**src/rtl/eyc_pkg.sv**
```systemverilog
// ----------------------------------------------------------------------------
// Epoch year converter package
// Shared types and constants for the seconds-to-year and year-to-seconds
// pipeline: division constants, calendar cycle lengths and sideband records.
// ----------------------------------------------------------------------------
package eyc_pkg;

    // Operation selector carried in the input tuser.
    localparam logic MODE_YEAR_OF_SECS  = 1'b0;
    localparam logic MODE_START_OF_YEAR = 1'b1;

    // Accepted range of input seconds; years in it beyond a signed 32-bit value are flagged by the calendar stages.
    localparam logic signed [63:0] T_MIN = -64'sd2147483648 * 64'sd31622400;
    localparam logic signed [63:0] T_MAX = 64'sd2147483647 * 64'sd31622400;

    // One day is 128 * 675 seconds; the power-of-two part is a plain shift.
    localparam int DAY_SHIFT = 7;

    // First divider: (seconds / 128) by 675 days-worth times one 400-year cycle.
    localparam int                     DIV1_DW  = 51;
    localparam int                     DIV1_QW  = 24;
    localparam int                     DIV1_RW  = 27;
    localparam int                     DIV1_SPS = 4;
    localparam longint unsigned        DIV1_D   = 64'd98615475;
    // Bias of 2^23 times the divisor keeps the dividend positive; the leap epoch
    // (2000-03-01) divided by 128 is folded in as well.
    localparam logic signed [63:0]     DIV1_OFFSET =
        64'sd8388608 * 64'sd98615475 - 64'sd7436475;
    localparam logic signed [24:0]     QC_BIAS  = 25'sd8388608;

    // Second divider: remainder of the cycle split into days.
    localparam int                     DIV2_QW  = 18;
    localparam int                     DIV2_SPS = 6;
    localparam longint unsigned        DIV2_D   = 64'd675;

    // Calendar cycle lengths in days.
    localparam logic [17:0] DAYS_100Y_1 = 18'd36524;
    localparam logic [17:0] DAYS_100Y_2 = 18'd73048;
    localparam logic [17:0] DAYS_100Y_3 = 18'd109572;
    localparam logic [15:0] DAYS_4Y     = 16'd1461;
    localparam int          Q_BITS      = 5;
    localparam logic [10:0] DAYS_1Y_1   = 11'd365;
    localparam logic [10:0] DAYS_1Y_2   = 11'd730;
    localparam logic [10:0] DAYS_1Y_3   = 11'd1095;
    localparam logic [8:0]  MARCH_TO_DEC_DAYS = 9'd306;

    localparam logic signed [34:0] YEAR_BASE   = 35'sd2000;
    localparam logic signed [34:0] YEAR_MAX    = 35'sd2147483647;
    localparam logic signed [34:0] YEAR_MIN    = -35'sd2147483648;
    localparam logic signed [31:0] ERROR_YEAR  = 32'sd1899;

    // Third divider: (year / 16) by 25, i.e. year by 400 in two parts.
    localparam int                 YEAR_SHIFT  = 4;
    localparam int                 DIV3_DW     = 30;
    localparam int                 DIV3_QW     = 26;
    localparam int                 DIV3_SPS    = 8;
    localparam longint unsigned    DIV3_D      = 64'd25;
    // 25 * 2^24 bias minus 2000 / 16.
    localparam logic signed [31:0] DIV3_OFFSET = 32'sd419430275;
    localparam logic signed [26:0] CYC_BIAS    = 27'sd16777216;

    localparam logic [8:0]  REM_100 = 9'd100;
    localparam logic [8:0]  REM_200 = 9'd200;
    localparam logic [8:0]  REM_300 = 9'd300;

    localparam logic signed [32:0] YEAR_EPOCH   = 33'sd2000;
    localparam logic signed [63:0] SECS_YEAR    = 64'sd31536000;
    localparam logic signed [63:0] SECS_DAY     = 64'sd86400;
    localparam logic signed [63:0] SECS_BASE    = 64'sd946771200;
    localparam logic signed [31:0] LEAPS_CYCLE  = 32'sd97;
    localparam logic signed [31:0] LEAPS_CENT   = 32'sd24;

    // Sideband that follows an item through the day divisions.
    typedef struct packed {
        logic               mode;
        logic               err;
        logic signed [31:0] year_in;
    } eyc_tag_t;

    typedef struct packed {
        eyc_tag_t           tag;
        logic [DIV1_QW-1:0] qc_b;
    } eyc_cyc_tag_t;

    // Resolved year handed to the start-of-year stages.
    typedef struct packed {
        logic signed [31:0] year;
        logic               err;
    } eyc_year_t;

endpackage

```
**src/rtl/eyc_cdiv.sv**
```systemverilog
// ----------------------------------------------------------------------------
// Pipelined divider by a constant
// Restoring long division of an unsigned dividend by a fixed divisor, a few
// quotient bits per register stage, with a sideband that travels alongside.
// ----------------------------------------------------------------------------
module eyc_cdiv #(
    parameter int              DW      = 30,
    parameter int              QW      = 26,
    parameter longint unsigned DIVISOR = 25,
    parameter int              SPS     = 8,
    parameter int              SW      = 1,
    localparam int             RW      = $clog2(DIVISOR + 1)
) (
    input  logic          clk,
    input  logic          rst_n,
    input  logic          in_valid,
    output logic          in_ready,
    input  logic [DW-1:0] dividend,
    input  logic [SW-1:0] in_side,
    output logic          out_valid,
    input  logic          out_ready,
    output logic [QW-1:0] quotient,
    output logic [RW-1:0] remainder,
    output logic [SW-1:0] out_side
);

    localparam int           NST = (QW + SPS - 1) / SPS;
    localparam logic [RW:0]  D_W = (RW + 1)'(DIVISOR);

    // Index 0 is the input side, index k+1 the register of stage k.
    logic [RW-1:0] rem_pipe  [NST+1];
    logic [QW-1:0] low_pipe  [NST+1];
    logic [QW-1:0] quo_pipe  [NST+1];
    logic [SW-1:0] side_pipe [NST+1];
    logic          vld_pipe  [NST+1];
    logic          rdy_pipe  [NST+1];

    // The upper dividend bits are already below the divisor.
    assign rem_pipe[0]   = RW'(dividend[DW-1:QW]);
    assign low_pipe[0]   = dividend[QW-1:0];
    assign quo_pipe[0]   = '0;
    assign side_pipe[0]  = in_side;
    assign vld_pipe[0]   = in_valid;
    assign rdy_pipe[NST] = out_ready;
    assign in_ready      = rdy_pipe[0];

    for (genvar k = 0; k < NST; k++) begin : g_stage
        localparam int NS = (QW - k * SPS < SPS) ? (QW - k * SPS) : SPS;

        logic [RW:0]   trial;
        logic [RW-1:0] rem_next;
        logic [QW-1:0] low_next;
        logic [QW-1:0] quo_next;
        logic          vld_reg;
        logic [RW-1:0] rem_reg;
        logic [QW-1:0] low_reg;
        logic [QW-1:0] quo_reg;
        logic [SW-1:0] side_reg;

        // Shift in one dividend bit per step and subtract where it fits.
        always_comb
        begin
            trial    = '0;
            rem_next = rem_pipe[k];
            low_next = low_pipe[k];
            quo_next = quo_pipe[k];
            for (int i = 0; i < NS; i++)
            begin
                trial    = {rem_next, low_next[QW-1]};
                low_next = low_next << 1;
                if (trial >= D_W)
                begin
                    rem_next = RW'(trial - D_W);
                    quo_next = {quo_next[QW-2:0], 1'b1};
                end
                else
                begin
                    rem_next = trial[RW-1:0];
                    quo_next = {quo_next[QW-2:0], 1'b0};
                end
            end
        end

        // The stage takes a new beat when it is empty or its successor moves.
        assign rdy_pipe[k] = !vld_reg || rdy_pipe[k+1];

        always_ff @(posedge clk or negedge rst_n)
        begin
            if (!rst_n)
            begin
                vld_reg <= 1'b0;
            end
            else if (rdy_pipe[k])
            begin
                vld_reg <= vld_pipe[k];
            end
        end

        always_ff @(posedge clk)
        begin
            if (rdy_pipe[k] && vld_pipe[k])
            begin
                rem_reg  <= rem_next;
                low_reg  <= low_next;
                quo_reg  <= quo_next;
                side_reg <= side_pipe[k];
            end
        end

        assign vld_pipe[k+1]  = vld_reg;
        assign rem_pipe[k+1]  = rem_reg;
        assign low_pipe[k+1]  = low_reg;
        assign quo_pipe[k+1]  = quo_reg;
        assign side_pipe[k+1] = side_reg;
    end

    assign out_valid = vld_pipe[NST];
    assign quotient  = quo_pipe[NST];
    assign remainder = rem_pipe[NST];
    assign out_side  = side_pipe[NST];

endmodule

```
**src/rtl/eyc_calendar.sv**
```systemverilog
// ----------------------------------------------------------------------------
// Calendar year decomposition
// Splits the day within a 400-year cycle into centuries, 4-year groups and
// single years, forms the calendar year and resolves mode and range errors.
// ----------------------------------------------------------------------------
module eyc_calendar (
    input  logic                        clk,
    input  logic                        rst_n,
    input  logic                        in_valid,
    output logic                        in_ready,
    input  logic [eyc_pkg::DIV2_QW-1:0] rd,
    input  eyc_pkg::eyc_cyc_tag_t       in_side,
    output logic                        out_valid,
    input  logic                        out_ready,
    output eyc_pkg::eyc_year_t          out_year
);

    import eyc_pkg::*;

    logic c1_rdy, c2_rdy, c3_rdy, c4_rdy;

    // Stage 1: centuries and the 400-year cycle count.
    logic               c1_vld_reg;
    logic [1:0]         c1_c_reg, c1_c_next;
    logic [15:0]        c1_rd_reg, c1_rd_next;
    logic signed [24:0] c1_qc_reg, c1_qc_next;
    eyc_tag_t           c1_tag_reg;
    logic               ge1, ge2, ge3;

    // Stage 2: 4-year groups.
    logic               c2_vld_reg;
    logic [1:0]         c2_c_reg;
    logic [Q_BITS-1:0]  c2_q_reg, c2_q_next;
    logic [10:0]        c2_r_reg, c2_r_next;
    logic [15:0]        c2_work;
    logic signed [24:0] c2_qc_reg;
    eyc_tag_t           c2_tag_reg;

    // Stage 3: single years and the small part of the year.
    logic               c3_vld_reg;
    logic [8:0]         c3_ys_reg, c3_ys_next;
    logic signed [24:0] c3_qc_reg;
    eyc_tag_t           c3_tag_reg;
    logic [1:0]         ry;
    logic [10:0]        rd3;

    // Stage 4: full year, overflow check and mode select.
    logic               c4_vld_reg;
    eyc_year_t          c4_year_reg, c4_year_next;
    logic signed [34:0] full;
    logic               ovf;

    assign c4_rdy   = !c4_vld_reg || out_ready;
    assign c3_rdy   = !c3_vld_reg || c4_rdy;
    assign c2_rdy   = !c2_vld_reg || c3_rdy;
    assign c1_rdy   = !c1_vld_reg || c2_rdy;
    assign in_ready = c1_rdy;

    // The last day of a 400-year cycle stays in the fourth century.
    always_comb
    begin
        ge1 = rd >= DAYS_100Y_1;
        ge2 = rd >= DAYS_100Y_2;
        ge3 = rd >= DAYS_100Y_3;
        c1_c_next = 2'(ge1) + 2'(ge2) + 2'(ge3);
        if (ge3)
        begin
            c1_rd_next = 16'(rd - DAYS_100Y_3);
        end
        else if (ge2)
        begin
            c1_rd_next = 16'(rd - DAYS_100Y_2);
        end
        else if (ge1)
        begin
            c1_rd_next = 16'(rd - DAYS_100Y_1);
        end
        else
        begin
            c1_rd_next = 16'(rd);
        end
        c1_qc_next = signed'(25'(in_side.qc_b)) - QC_BIAS;
    end

    // Day within the century by 1461; it never reaches 25 groups.
    always_comb
    begin
        c2_work   = c1_rd_reg;
        c2_q_next = '0;
        for (int j = Q_BITS - 1; j >= 0; j--)
        begin
            if (c2_work >= (DAYS_4Y << j))
            begin
                c2_work   = c2_work - (DAYS_4Y << j);
                c2_q_next = {c2_q_next[Q_BITS-2:0], 1'b1};
            end
            else
            begin
                c2_q_next = {c2_q_next[Q_BITS-2:0], 1'b0};
            end
        end
        c2_r_next = 11'(c2_work);
    end

    // Year within the group, capped at the fourth; March onward is this year.
    always_comb
    begin
        ry = 2'(c2_r_reg >= DAYS_1Y_1) + 2'(c2_r_reg >= DAYS_1Y_2)
           + 2'(c2_r_reg >= DAYS_1Y_3);
        if (c2_r_reg >= DAYS_1Y_3)
        begin
            rd3 = c2_r_reg - DAYS_1Y_3;
        end
        else if (c2_r_reg >= DAYS_1Y_2)
        begin
            rd3 = c2_r_reg - DAYS_1Y_2;
        end
        else if (c2_r_reg >= DAYS_1Y_1)
        begin
            rd3 = c2_r_reg - DAYS_1Y_1;
        end
        else
        begin
            rd3 = c2_r_reg;
        end
        c3_ys_next = 9'(ry) + {2'b00, c2_q_reg, 2'b00} + 9'(c2_c_reg) * 9'd100
                   + 9'(rd3 >= 11'(MARCH_TO_DEC_DAYS));
    end

    // Whole year and the final choice of year and error flag.
    always_comb
    begin
        full = 35'(c3_qc_reg) * 35'sd400 + YEAR_BASE + signed'(35'(c3_ys_reg));
        ovf  = (full > YEAR_MAX) || (full < YEAR_MIN);
        if (c3_tag_reg.mode == MODE_START_OF_YEAR)
        begin
            c4_year_next.year = c3_tag_reg.year_in;
            c4_year_next.err  = 1'b0;
        end
        else if (c3_tag_reg.err || ovf)
        begin
            c4_year_next.year = ERROR_YEAR;
            c4_year_next.err  = 1'b1;
        end
        else
        begin
            c4_year_next.year = full[31:0];
            c4_year_next.err  = 1'b0;
        end
    end

    // Valid bits of the four stages.
    always_ff @(posedge clk or negedge rst_n)
    begin
        if (!rst_n)
        begin
            c1_vld_reg <= 1'b0;
            c2_vld_reg <= 1'b0;
            c3_vld_reg <= 1'b0;
            c4_vld_reg <= 1'b0;
        end
        else
        begin
            if (c1_rdy)
            begin
                c1_vld_reg <= in_valid;
            end
            if (c2_rdy)
            begin
                c2_vld_reg <= c1_vld_reg;
            end
            if (c3_rdy)
            begin
                c3_vld_reg <= c2_vld_reg;
            end
            if (c4_rdy)
            begin
                c4_vld_reg <= c3_vld_reg;
            end
        end
    end

    // Payload registers load only with a beat.
    always_ff @(posedge clk)
    begin
        if (c1_rdy && in_valid)
        begin
            c1_c_reg   <= c1_c_next;
            c1_rd_reg  <= c1_rd_next;
            c1_qc_reg  <= c1_qc_next;
            c1_tag_reg <= in_side.tag;
        end
        if (c2_rdy && c1_vld_reg)
        begin
            c2_c_reg   <= c1_c_reg;
            c2_q_reg   <= c2_q_next;
            c2_r_reg   <= c2_r_next;
            c2_qc_reg  <= c1_qc_reg;
            c2_tag_reg <= c1_tag_reg;
        end
        if (c3_rdy && c2_vld_reg)
        begin
            c3_ys_reg  <= c3_ys_next;
            c3_qc_reg  <= c2_qc_reg;
            c3_tag_reg <= c2_tag_reg;
        end
        if (c4_rdy && c3_vld_reg)
        begin
            c4_year_reg <= c4_year_next;
        end
    end

    assign out_valid = c4_vld_reg;
    assign out_year  = c4_year_reg;

endmodule

```
**src/rtl/eyc_year_start.sv**
```systemverilog
// ----------------------------------------------------------------------------
// Start-of-year seconds
// Splits the year into 400-year cycles, centuries and leap years, counts the
// leap days and forms the Unix second of January 1 of that year.
// ----------------------------------------------------------------------------
module eyc_year_start (
    input  logic               clk,
    input  logic               rst_n,
    input  logic               in_valid,
    output logic               in_ready,
    input  eyc_pkg::eyc_year_t in_year,
    output logic               out_valid,
    input  logic               out_ready,
    output logic signed [31:0] out_year_val,
    output logic signed [63:0] out_seconds,
    output logic               out_err
);

    import eyc_pkg::*;

    localparam int RW3 = $clog2(DIV3_D + 1);

    logic y0_rdy, y1_rdy, y2_rdy, y3_rdy, y4_rdy;

    // Stage 0: biased year / 16 as dividend.
    logic                 y0_vld_reg;
    logic [DIV3_DW-1:0]   y0_x_reg;
    logic signed [31:0]   y0_x_next;
    eyc_year_t            y0_year_reg;

    // Divider handshake and outputs.
    logic                 d3_in_ready;
    logic                 d3_vld;
    logic [DIV3_QW-1:0]   d3_quo;
    logic [RW3-1:0]       d3_rem;
    eyc_year_t            d3_year;

    // Stage 1: cycles, centuries and leap years within the century.
    logic                 y1_vld_reg;
    logic signed [26:0]   y1_cyc_reg, y1_cyc_next;
    logic [1:0]           y1_cent_reg, y1_cent_next;
    logic [4:0]           y1_leaps_reg, y1_leaps_next;
    logic                 y1_leap_reg, y1_leap_next;
    eyc_year_t            y1_year_reg;
    logic [8:0]           rem400;
    logic [6:0]           rem2;

    // Stage 2: total leap days and year offset.
    logic                 y2_vld_reg;
    logic signed [31:0]   y2_lt_reg, y2_lt_next;
    logic signed [32:0]   y2_r_reg, y2_r_next;
    eyc_year_t            y2_year_reg;

    // Stage 3: products.
    logic                 y3_vld_reg;
    logic signed [63:0]   y3_p1_reg, y3_p2_reg;
    eyc_year_t            y3_year_reg;

    // Stage 4: output register.
    logic                 y4_vld_reg;
    logic signed [63:0]   y4_sec_reg;
    eyc_year_t            y4_year_reg;

    assign y4_rdy   = !y4_vld_reg || out_ready;
    assign y3_rdy   = !y3_vld_reg || y4_rdy;
    assign y2_rdy   = !y2_vld_reg || y3_rdy;
    assign y0_rdy   = !y0_vld_reg || d3_in_ready;
    assign in_ready = y0_rdy;

    // Year minus 2000 divided by 16 stays exact since 2000 is a multiple of 16.
    assign y0_x_next = (in_year.year >>> YEAR_SHIFT) + DIV3_OFFSET;

    eyc_cdiv #(
        .DW      (DIV3_DW),
        .QW      (DIV3_QW),
        .DIVISOR (DIV3_D),
        .SPS     (DIV3_SPS),
        .SW      ($bits(eyc_year_t))
    ) u_div_cycle (
        .clk       (clk),
        .rst_n     (rst_n),
        .in_valid  (y0_vld_reg),
        .in_ready  (d3_in_ready),
        .dividend  (y0_x_reg),
        .in_side   (y0_year_reg),
        .out_valid (d3_vld),
        .out_ready (y1_rdy),
        .quotient  (d3_quo),
        .remainder (d3_rem),
        .out_side  (d3_year)
    );

    assign y1_rdy = !y1_vld_reg || y2_rdy;

    // Position within the 400-year cycle and the leap rule.
    always_comb
    begin
        y1_cyc_next  = signed'(27'(d3_quo)) - CYC_BIAS;
        rem400       = {d3_rem[4:0], d3_year.year[YEAR_SHIFT-1:0]};
        y1_cent_next = 2'(rem400 >= REM_100) + 2'(rem400 >= REM_200)
                     + 2'(rem400 >= REM_300);
        if (rem400 >= REM_300)
        begin
            rem2 = 7'(rem400 - REM_300);
        end
        else if (rem400 >= REM_200)
        begin
            rem2 = 7'(rem400 - REM_200);
        end
        else if (rem400 >= REM_100)
        begin
            rem2 = 7'(rem400 - REM_100);
        end
        else
        begin
            rem2 = 7'(rem400);
        end
        if (rem400 == '0)
        begin
            // First year of a 400-year cycle is a leap year.
            y1_leaps_next = '0;
            y1_leap_next  = 1'b1;
        end
        else if (rem2 != '0)
        begin
            y1_leaps_next = rem2[6:2];
            y1_leap_next  = (rem2[1:0] == 2'b00);
        end
        else
        begin
            y1_leaps_next = '0;
            y1_leap_next  = 1'b0;
        end
    end

    // Leap days before the year and years after 2000.
    always_comb
    begin
        y2_lt_next = 32'(y1_cyc_reg) * LEAPS_CYCLE
                   + signed'(32'(y1_cent_reg)) * LEAPS_CENT
                   + signed'(32'(y1_leaps_reg))
                   - signed'(32'(y1_leap_reg));
        y2_r_next  = 33'(y1_year_reg.year) - YEAR_EPOCH;
    end

    // Valid bits.
    always_ff @(posedge clk or negedge rst_n)
    begin
        if (!rst_n)
        begin
            y0_vld_reg <= 1'b0;
            y1_vld_reg <= 1'b0;
            y2_vld_reg <= 1'b0;
            y3_vld_reg <= 1'b0;
            y4_vld_reg <= 1'b0;
        end
        else
        begin
            if (y0_rdy)
            begin
                y0_vld_reg <= in_valid;
            end
            if (y1_rdy)
            begin
                y1_vld_reg <= d3_vld;
            end
            if (y2_rdy)
            begin
                y2_vld_reg <= y1_vld_reg;
            end
            if (y3_rdy)
            begin
                y3_vld_reg <= y2_vld_reg;
            end
            if (y4_rdy)
            begin
                y4_vld_reg <= y3_vld_reg;
            end
        end
    end

    // Payload registers.
    always_ff @(posedge clk)
    begin
        if (y0_rdy && in_valid)
        begin
            y0_x_reg    <= y0_x_next[DIV3_DW-1:0];
            y0_year_reg <= in_year;
        end
        if (y1_rdy && d3_vld)
        begin
            y1_cyc_reg   <= y1_cyc_next;
            y1_cent_reg  <= y1_cent_next;
            y1_leaps_reg <= y1_leaps_next;
            y1_leap_reg  <= y1_leap_next;
            y1_year_reg  <= d3_year;
        end
        if (y2_rdy && y1_vld_reg)
        begin
            y2_lt_reg   <= y2_lt_next;
            y2_r_reg    <= y2_r_next;
            y2_year_reg <= y1_year_reg;
        end
        if (y3_rdy && y2_vld_reg)
        begin
            y3_p1_reg   <= 64'(y2_r_reg) * SECS_YEAR;
            y3_p2_reg   <= 64'(y2_lt_reg) * SECS_DAY;
            y3_year_reg <= y2_year_reg;
        end
        if (y4_rdy && y3_vld_reg)
        begin
            y4_sec_reg  <= y3_p1_reg + y3_p2_reg + SECS_BASE;
            y4_year_reg <= y3_year_reg;
        end
    end

    assign out_valid    = y4_vld_reg;
    assign out_year_val = y4_year_reg.year;
    assign out_err      = y4_year_reg.err;
    assign out_seconds  = y4_sec_reg;

endmodule

```
**src/rtl/epoch_year_converter.sv**
```systemverilog
// ----------------------------------------------------------------------------
// Epoch year converter
// Converts signed Unix seconds to the proleptic Gregorian year and its start
// second, or a year to its start second, in a fully pipelined datapath.
// ----------------------------------------------------------------------------
// The block takes one beat per clock while the output side does not stall
// and returns one beat per input beat, in order. The three constant
// dividers resolve four, six and eight quotient bits per stage. The pipeline
// holds 1 input stage, 6 stages to split seconds into 400-year
// cycles, 3 stages for the day within the cycle, 4 calendar stages, then
// 1 + 4 stages to divide the year by 400 and 4 stages for leap days and the
// final multiply-add. Each stage holds its beat while the next one is full,
// so bubbles close up and back-pressure loses nothing. Seconds whose year
// does not fit in 32 bits return year 1899 with range_error set.
module epoch_year_converter (
    input  logic        clk,
    input  logic        rst_n,
    input  logic        s_axis_tvalid,
    output logic        s_axis_tready,
    // [63:0] seconds_in, [95:64] year_in
    input  logic [95:0] s_axis_tdata,
    // [0] mode
    input  logic        s_axis_tuser,
    output logic        m_axis_tvalid,
    input  logic        m_axis_tready,
    // [31:0] year_out, [95:32] seconds_out
    output logic [95:0] m_axis_tdata,
    // [0] range_error
    output logic        m_axis_tuser
);

    import eyc_pkg::*;

    // Input stage.
    logic                 f_vld_reg;
    logic                 f_rdy;
    logic [DIV1_DW-1:0]   f_x_reg, f_x_next;
    eyc_tag_t             f_tag_reg, f_tag_next;
    logic signed [63:0]   seconds;
    logic signed [63:0]   biased;
    logic                 out_of_range;

    // Between the dividers and the calendar stages.
    logic                 d1_in_ready;
    logic                 d1_vld;
    logic [DIV1_QW-1:0]   d1_quo;
    logic [DIV1_RW-1:0]   d1_rem;
    eyc_tag_t             d1_tag;
    eyc_cyc_tag_t         d2_in_side;
    logic                 d2_in_ready;
    logic                 d2_vld;
    logic [DIV2_QW-1:0]   d2_quo;
    eyc_cyc_tag_t         d2_side;
    logic                 cal_in_ready;
    logic                 cal_vld;
    eyc_year_t            cal_year;
    logic                 ys_in_ready;
    logic signed [31:0]   ys_year;
    logic signed [63:0]   ys_seconds;
    logic                 ys_err;

    assign f_rdy         = !f_vld_reg || d1_in_ready;
    assign s_axis_tready = f_rdy;

    // Range check and the biased day-cycle dividend in one add.
    always_comb
    begin
        seconds      = signed'(s_axis_tdata[63:0]);
        out_of_range = (seconds < T_MIN) || (seconds > T_MAX);
        biased       = (seconds >>> DAY_SHIFT) + DIV1_OFFSET;
        f_tag_next.mode    = s_axis_tuser;
        f_tag_next.err     = (s_axis_tuser == MODE_YEAR_OF_SECS) && out_of_range;
        f_tag_next.year_in = signed'(s_axis_tdata[95:64]);
        if ((s_axis_tuser == MODE_START_OF_YEAR) || out_of_range)
        begin
            f_x_next = '0;
        end
        else
        begin
            f_x_next = biased[DIV1_DW-1:0];
        end
    end

    always_ff @(posedge clk or negedge rst_n)
    begin
        if (!rst_n)
        begin
            f_vld_reg <= 1'b0;
        end
        else if (f_rdy)
        begin
            f_vld_reg <= s_axis_tvalid;
        end
    end

    always_ff @(posedge clk)
    begin
        if (f_rdy && s_axis_tvalid)
        begin
            f_x_reg   <= f_x_next;
            f_tag_reg <= f_tag_next;
        end
    end

    // Seconds / 128 into 400-year cycles and a remainder.
    eyc_cdiv #(
        .DW      (DIV1_DW),
        .QW      (DIV1_QW),
        .DIVISOR (DIV1_D),
        .SPS     (DIV1_SPS),
        .SW      ($bits(eyc_tag_t))
    ) u_div_cycle (
        .clk       (clk),
        .rst_n     (rst_n),
        .in_valid  (f_vld_reg),
        .in_ready  (d1_in_ready),
        .dividend  (f_x_reg),
        .in_side   (f_tag_reg),
        .out_valid (d1_vld),
        .out_ready (d2_in_ready),
        .quotient  (d1_quo),
        .remainder (d1_rem),
        .out_side  (d1_tag)
    );

    assign d2_in_side.tag  = d1_tag;
    assign d2_in_side.qc_b = d1_quo;

    // Remainder into whole days of the cycle.
    eyc_cdiv #(
        .DW      (DIV1_RW),
        .QW      (DIV2_QW),
        .DIVISOR (DIV2_D),
        .SPS     (DIV2_SPS),
        .SW      ($bits(eyc_cyc_tag_t))
    ) u_div_day (
        .clk       (clk),
        .rst_n     (rst_n),
        .in_valid  (d1_vld),
        .in_ready  (d2_in_ready),
        .dividend  (d1_rem),
        .in_side   (d2_in_side),
        .out_valid (d2_vld),
        .out_ready (cal_in_ready),
        .quotient  (d2_quo),
        .remainder (),
        .out_side  (d2_side)
    );

    eyc_calendar u_calendar (
        .clk       (clk),
        .rst_n     (rst_n),
        .in_valid  (d2_vld),
        .in_ready  (cal_in_ready),
        .rd        (d2_quo),
        .in_side   (d2_side),
        .out_valid (cal_vld),
        .out_ready (ys_in_ready),
        .out_year  (cal_year)
    );

    eyc_year_start u_year_start (
        .clk          (clk),
        .rst_n        (rst_n),
        .in_valid     (cal_vld),
        .in_ready     (ys_in_ready),
        .in_year      (cal_year),
        .out_valid    (m_axis_tvalid),
        .out_ready    (m_axis_tready),
        .out_year_val (ys_year),
        .out_seconds  (ys_seconds),
        .out_err      (ys_err)
    );

    assign m_axis_tdata = {ys_seconds, ys_year};
    assign m_axis_tuser = ys_err;

endmodule
```
**config.mk**
```make
export PLATFORM = sky130hd
export DESIGN_NAME = epoch_year_converter
export DESIGN_NICKNAME = d
export VERILOG_FILES = /design/src/rtl/eyc_pkg.sv /design/src/rtl/eyc_cdiv.sv /design/src/rtl/eyc_calendar.sv /design/src/rtl/eyc_year_start.sv /design/src/rtl/epoch_year_converter.sv
export SDC_FILE = /design/constraint.sdc
export NUM_CORES = 2
export LEC_CHECK = 0
export BUFFER_PORTS_ARGS = -buffer_cell sky130_fd_sc_hd__buf_2
export CAP_MARGIN = 10
export CORE_MARGIN = 2
export CORE_UTILIZATION = 50
export CTS_CLUSTER_DIAMETER = 80
export CTS_CLUSTER_SIZE = 30
export DETAILED_ROUTE_END_ITERATION = 10
export PLACE_DENSITY = 0.7
export SYNTH_ARGS = -nofsm -noshare
export SYNTH_HDL_FRONTEND = slang
export SYNTH_HIERARCHICAL = 1
export SYNTH_SLANG_ARGS = --single-unit
export TNS_END_PERCENT = 30
```
**constraint.sdc**
```tcl
create_clock -name clk -period 11.59 [get_ports clk]
set_input_delay 1.159 -clock clk [delete_from_list [all_inputs] [get_ports clk]]
set_output_delay 1.159 -clock clk [all_outputs]
set_load 0.02 [all_outputs]
```
==> qor.yml <==
worst_r2r_endpoint: "u_year_start/u_div_cycle/g_stage[2].rem_reg[3]"
end_kind: "register"
hpwl_um: 243000
drt-pass1-iter-count: 7
overflow: 0
r2r_slack_ns: 0.82
worst_pin_slew_ns: 1.14
clock.fmax_mhz: 92.9
critPathMostFrequentCell: "ha_1"
hold_class: "in -> async"
path_class: "reg -> reg"
grt_use_total: 0.225
largest_register_ffs: 170
synthCells: 13000
finalCritPeriodShare: 0.929
area_delta_synth_final_pct: 6.23
antenna_found_initial: 4
syn_area_um2: 135000
crit_arrival_ns: 11.30
required_ns: 12.13
setup_viol_count_final: 0
drive_gt1_frac: 0.0818
ff2ff_path_depth: 50
layout_common_cells: "1793 x edfxtp_1, 1186 x inv_1, 846 x nor2_1, 837 x nand2_1, 812 x xnor2_1"
h-tree-depth: 3
dieArea_um2: 273000
period_needed_ns: 10.77
skew_ns: 0.0617
final_hold_viol_count: 0
fin_util: 0.534
cpPeakStageDelay_ns: 0.48
start_kind: "register"
drt_iter0_markers: 7680
drcViolationCount: 0
wl_per_cell_um: 18.8
final_nets: 14300
viasPerCell: 5.92
cts_root_buffer: "clkbuf_16"
crit_fanout: 8
cp_slowest_cell: "edfxtp_1"
dr_total_vias: 98600
initial_core_util: 0.502
ios: 200
layout_commonest_cell: "edfxtp_1"
ys_warn_count: 6
wl_um: 314000
core_area_um2: 268000
rows: 190
cts_buffers: 108
postCtsSetupBuffers: 0
rr_startpoint: "u_year_start/u_div_cycle/g_stage[1].low_reg[25]"
gp_congestion: 0.956
io_buffers: 192
holdWs_ns: 0.328
die_w_um: 523
drv_cap: 0
grt_pass1_vias: 94000
drtAntennaViolNets: 0
synth.avg_cell_area_um2: 10.3
grt_pass1_wl_um: 504000
cts_tree: "built"
cts_num_sinks: 1816
clockBufferDepth: 3
die_y_um: 523
crit_path_start: "u_year_start/u_div_cycle/g_stage[1].low_reg[25]"
outcome: "finished, final reports clean"
max-slew-margin-rel: 0.230
grt_max_degree: 69
slew_viol_final: 0
clock_latency_ns: 0.79
postCtsHoldBufs: 0
path_clk_slew_ns: 0.10
## routing by layer
metal / GRT usage / wire length, µm / up-vias
met4: 0.0706 / 10300 / 2
met2: 0.389 / 153000 / 2639
met1: 0.296 / 136000 / 47400
met5: 0 / 11 / -
met3: 0.0226 / 14600 / 466
li1: - / - / 48100
## metrics by stage
stage	setup slack [ns]	instances	setup TNS [ns]	cell area [µm²]
floorplan	1.26	13000	0	135000
global placement	0.598	16400	0	139000
detailed placement	0.535	16400	0	139000
CTS	0.486	16600	0	143000
global route	-0.0103	16600	-0.0103	143000
finish	0.823	16600	0	143000
## area by class of cell
type / count / area (µm²)
clock inverters: 74 / 1320
multi-input cells: 9569 / 73700
diodes: 2 / 5.00
inverters: 1216 / 4580
repair buffers: 292 / 1710
clock buffers: 125 / 2790
flip-flops and latches: 1816 / 54400
well taps: 3552 / 4440
fillers: 23500 / 125000
## worst max-delay path: cells and delay by family, from the launching register on
kind | cells | cell delay [ns]
AO/OA/AOI/OAI | 17 | 3.83
AND/OR/NAND/NOR | 12 | 1.92
adder cells (fa/ha/maj) | 8 | 1.92
XOR/XNOR | 6 | 1.19
multiplexers | 3 | 0.59
buffers and inverters | 4 | 0.53
flip-flops | 1 | 0.48
## worst max-delay path by stage
stage | end | slack (ns)
floorplan | u_year_start/u_div_cycle/g_stage[2].rem_reg[3] | 1.26
global placement | u_year_start/u_div_cycle/g_stage[2].rem_reg[3] | 0.60
detailed placement | u_year_start/u_div_cycle/g_stage[2].rem_reg[3] | 0.53
CTS | u_year_start/u_div_cycle/g_stage[2].rem_reg[3] | 0.49
global route | u_year_start/u_div_cycle/g_stage[2].rem_reg[1] | -0.01
finish | u_year_start/u_div_cycle/g_stage[2].rem_reg[3] | 0.82
## timing repair
action | in CTS | in global routing
resized for setup | 0 | 11
hold endpoints to repair | 0 | 0
setup endpoints to repair | 0 | 12
Power is not shown: default switching activity piles up to over one toggle a cycle in this logic, so the estimate is an artifact.
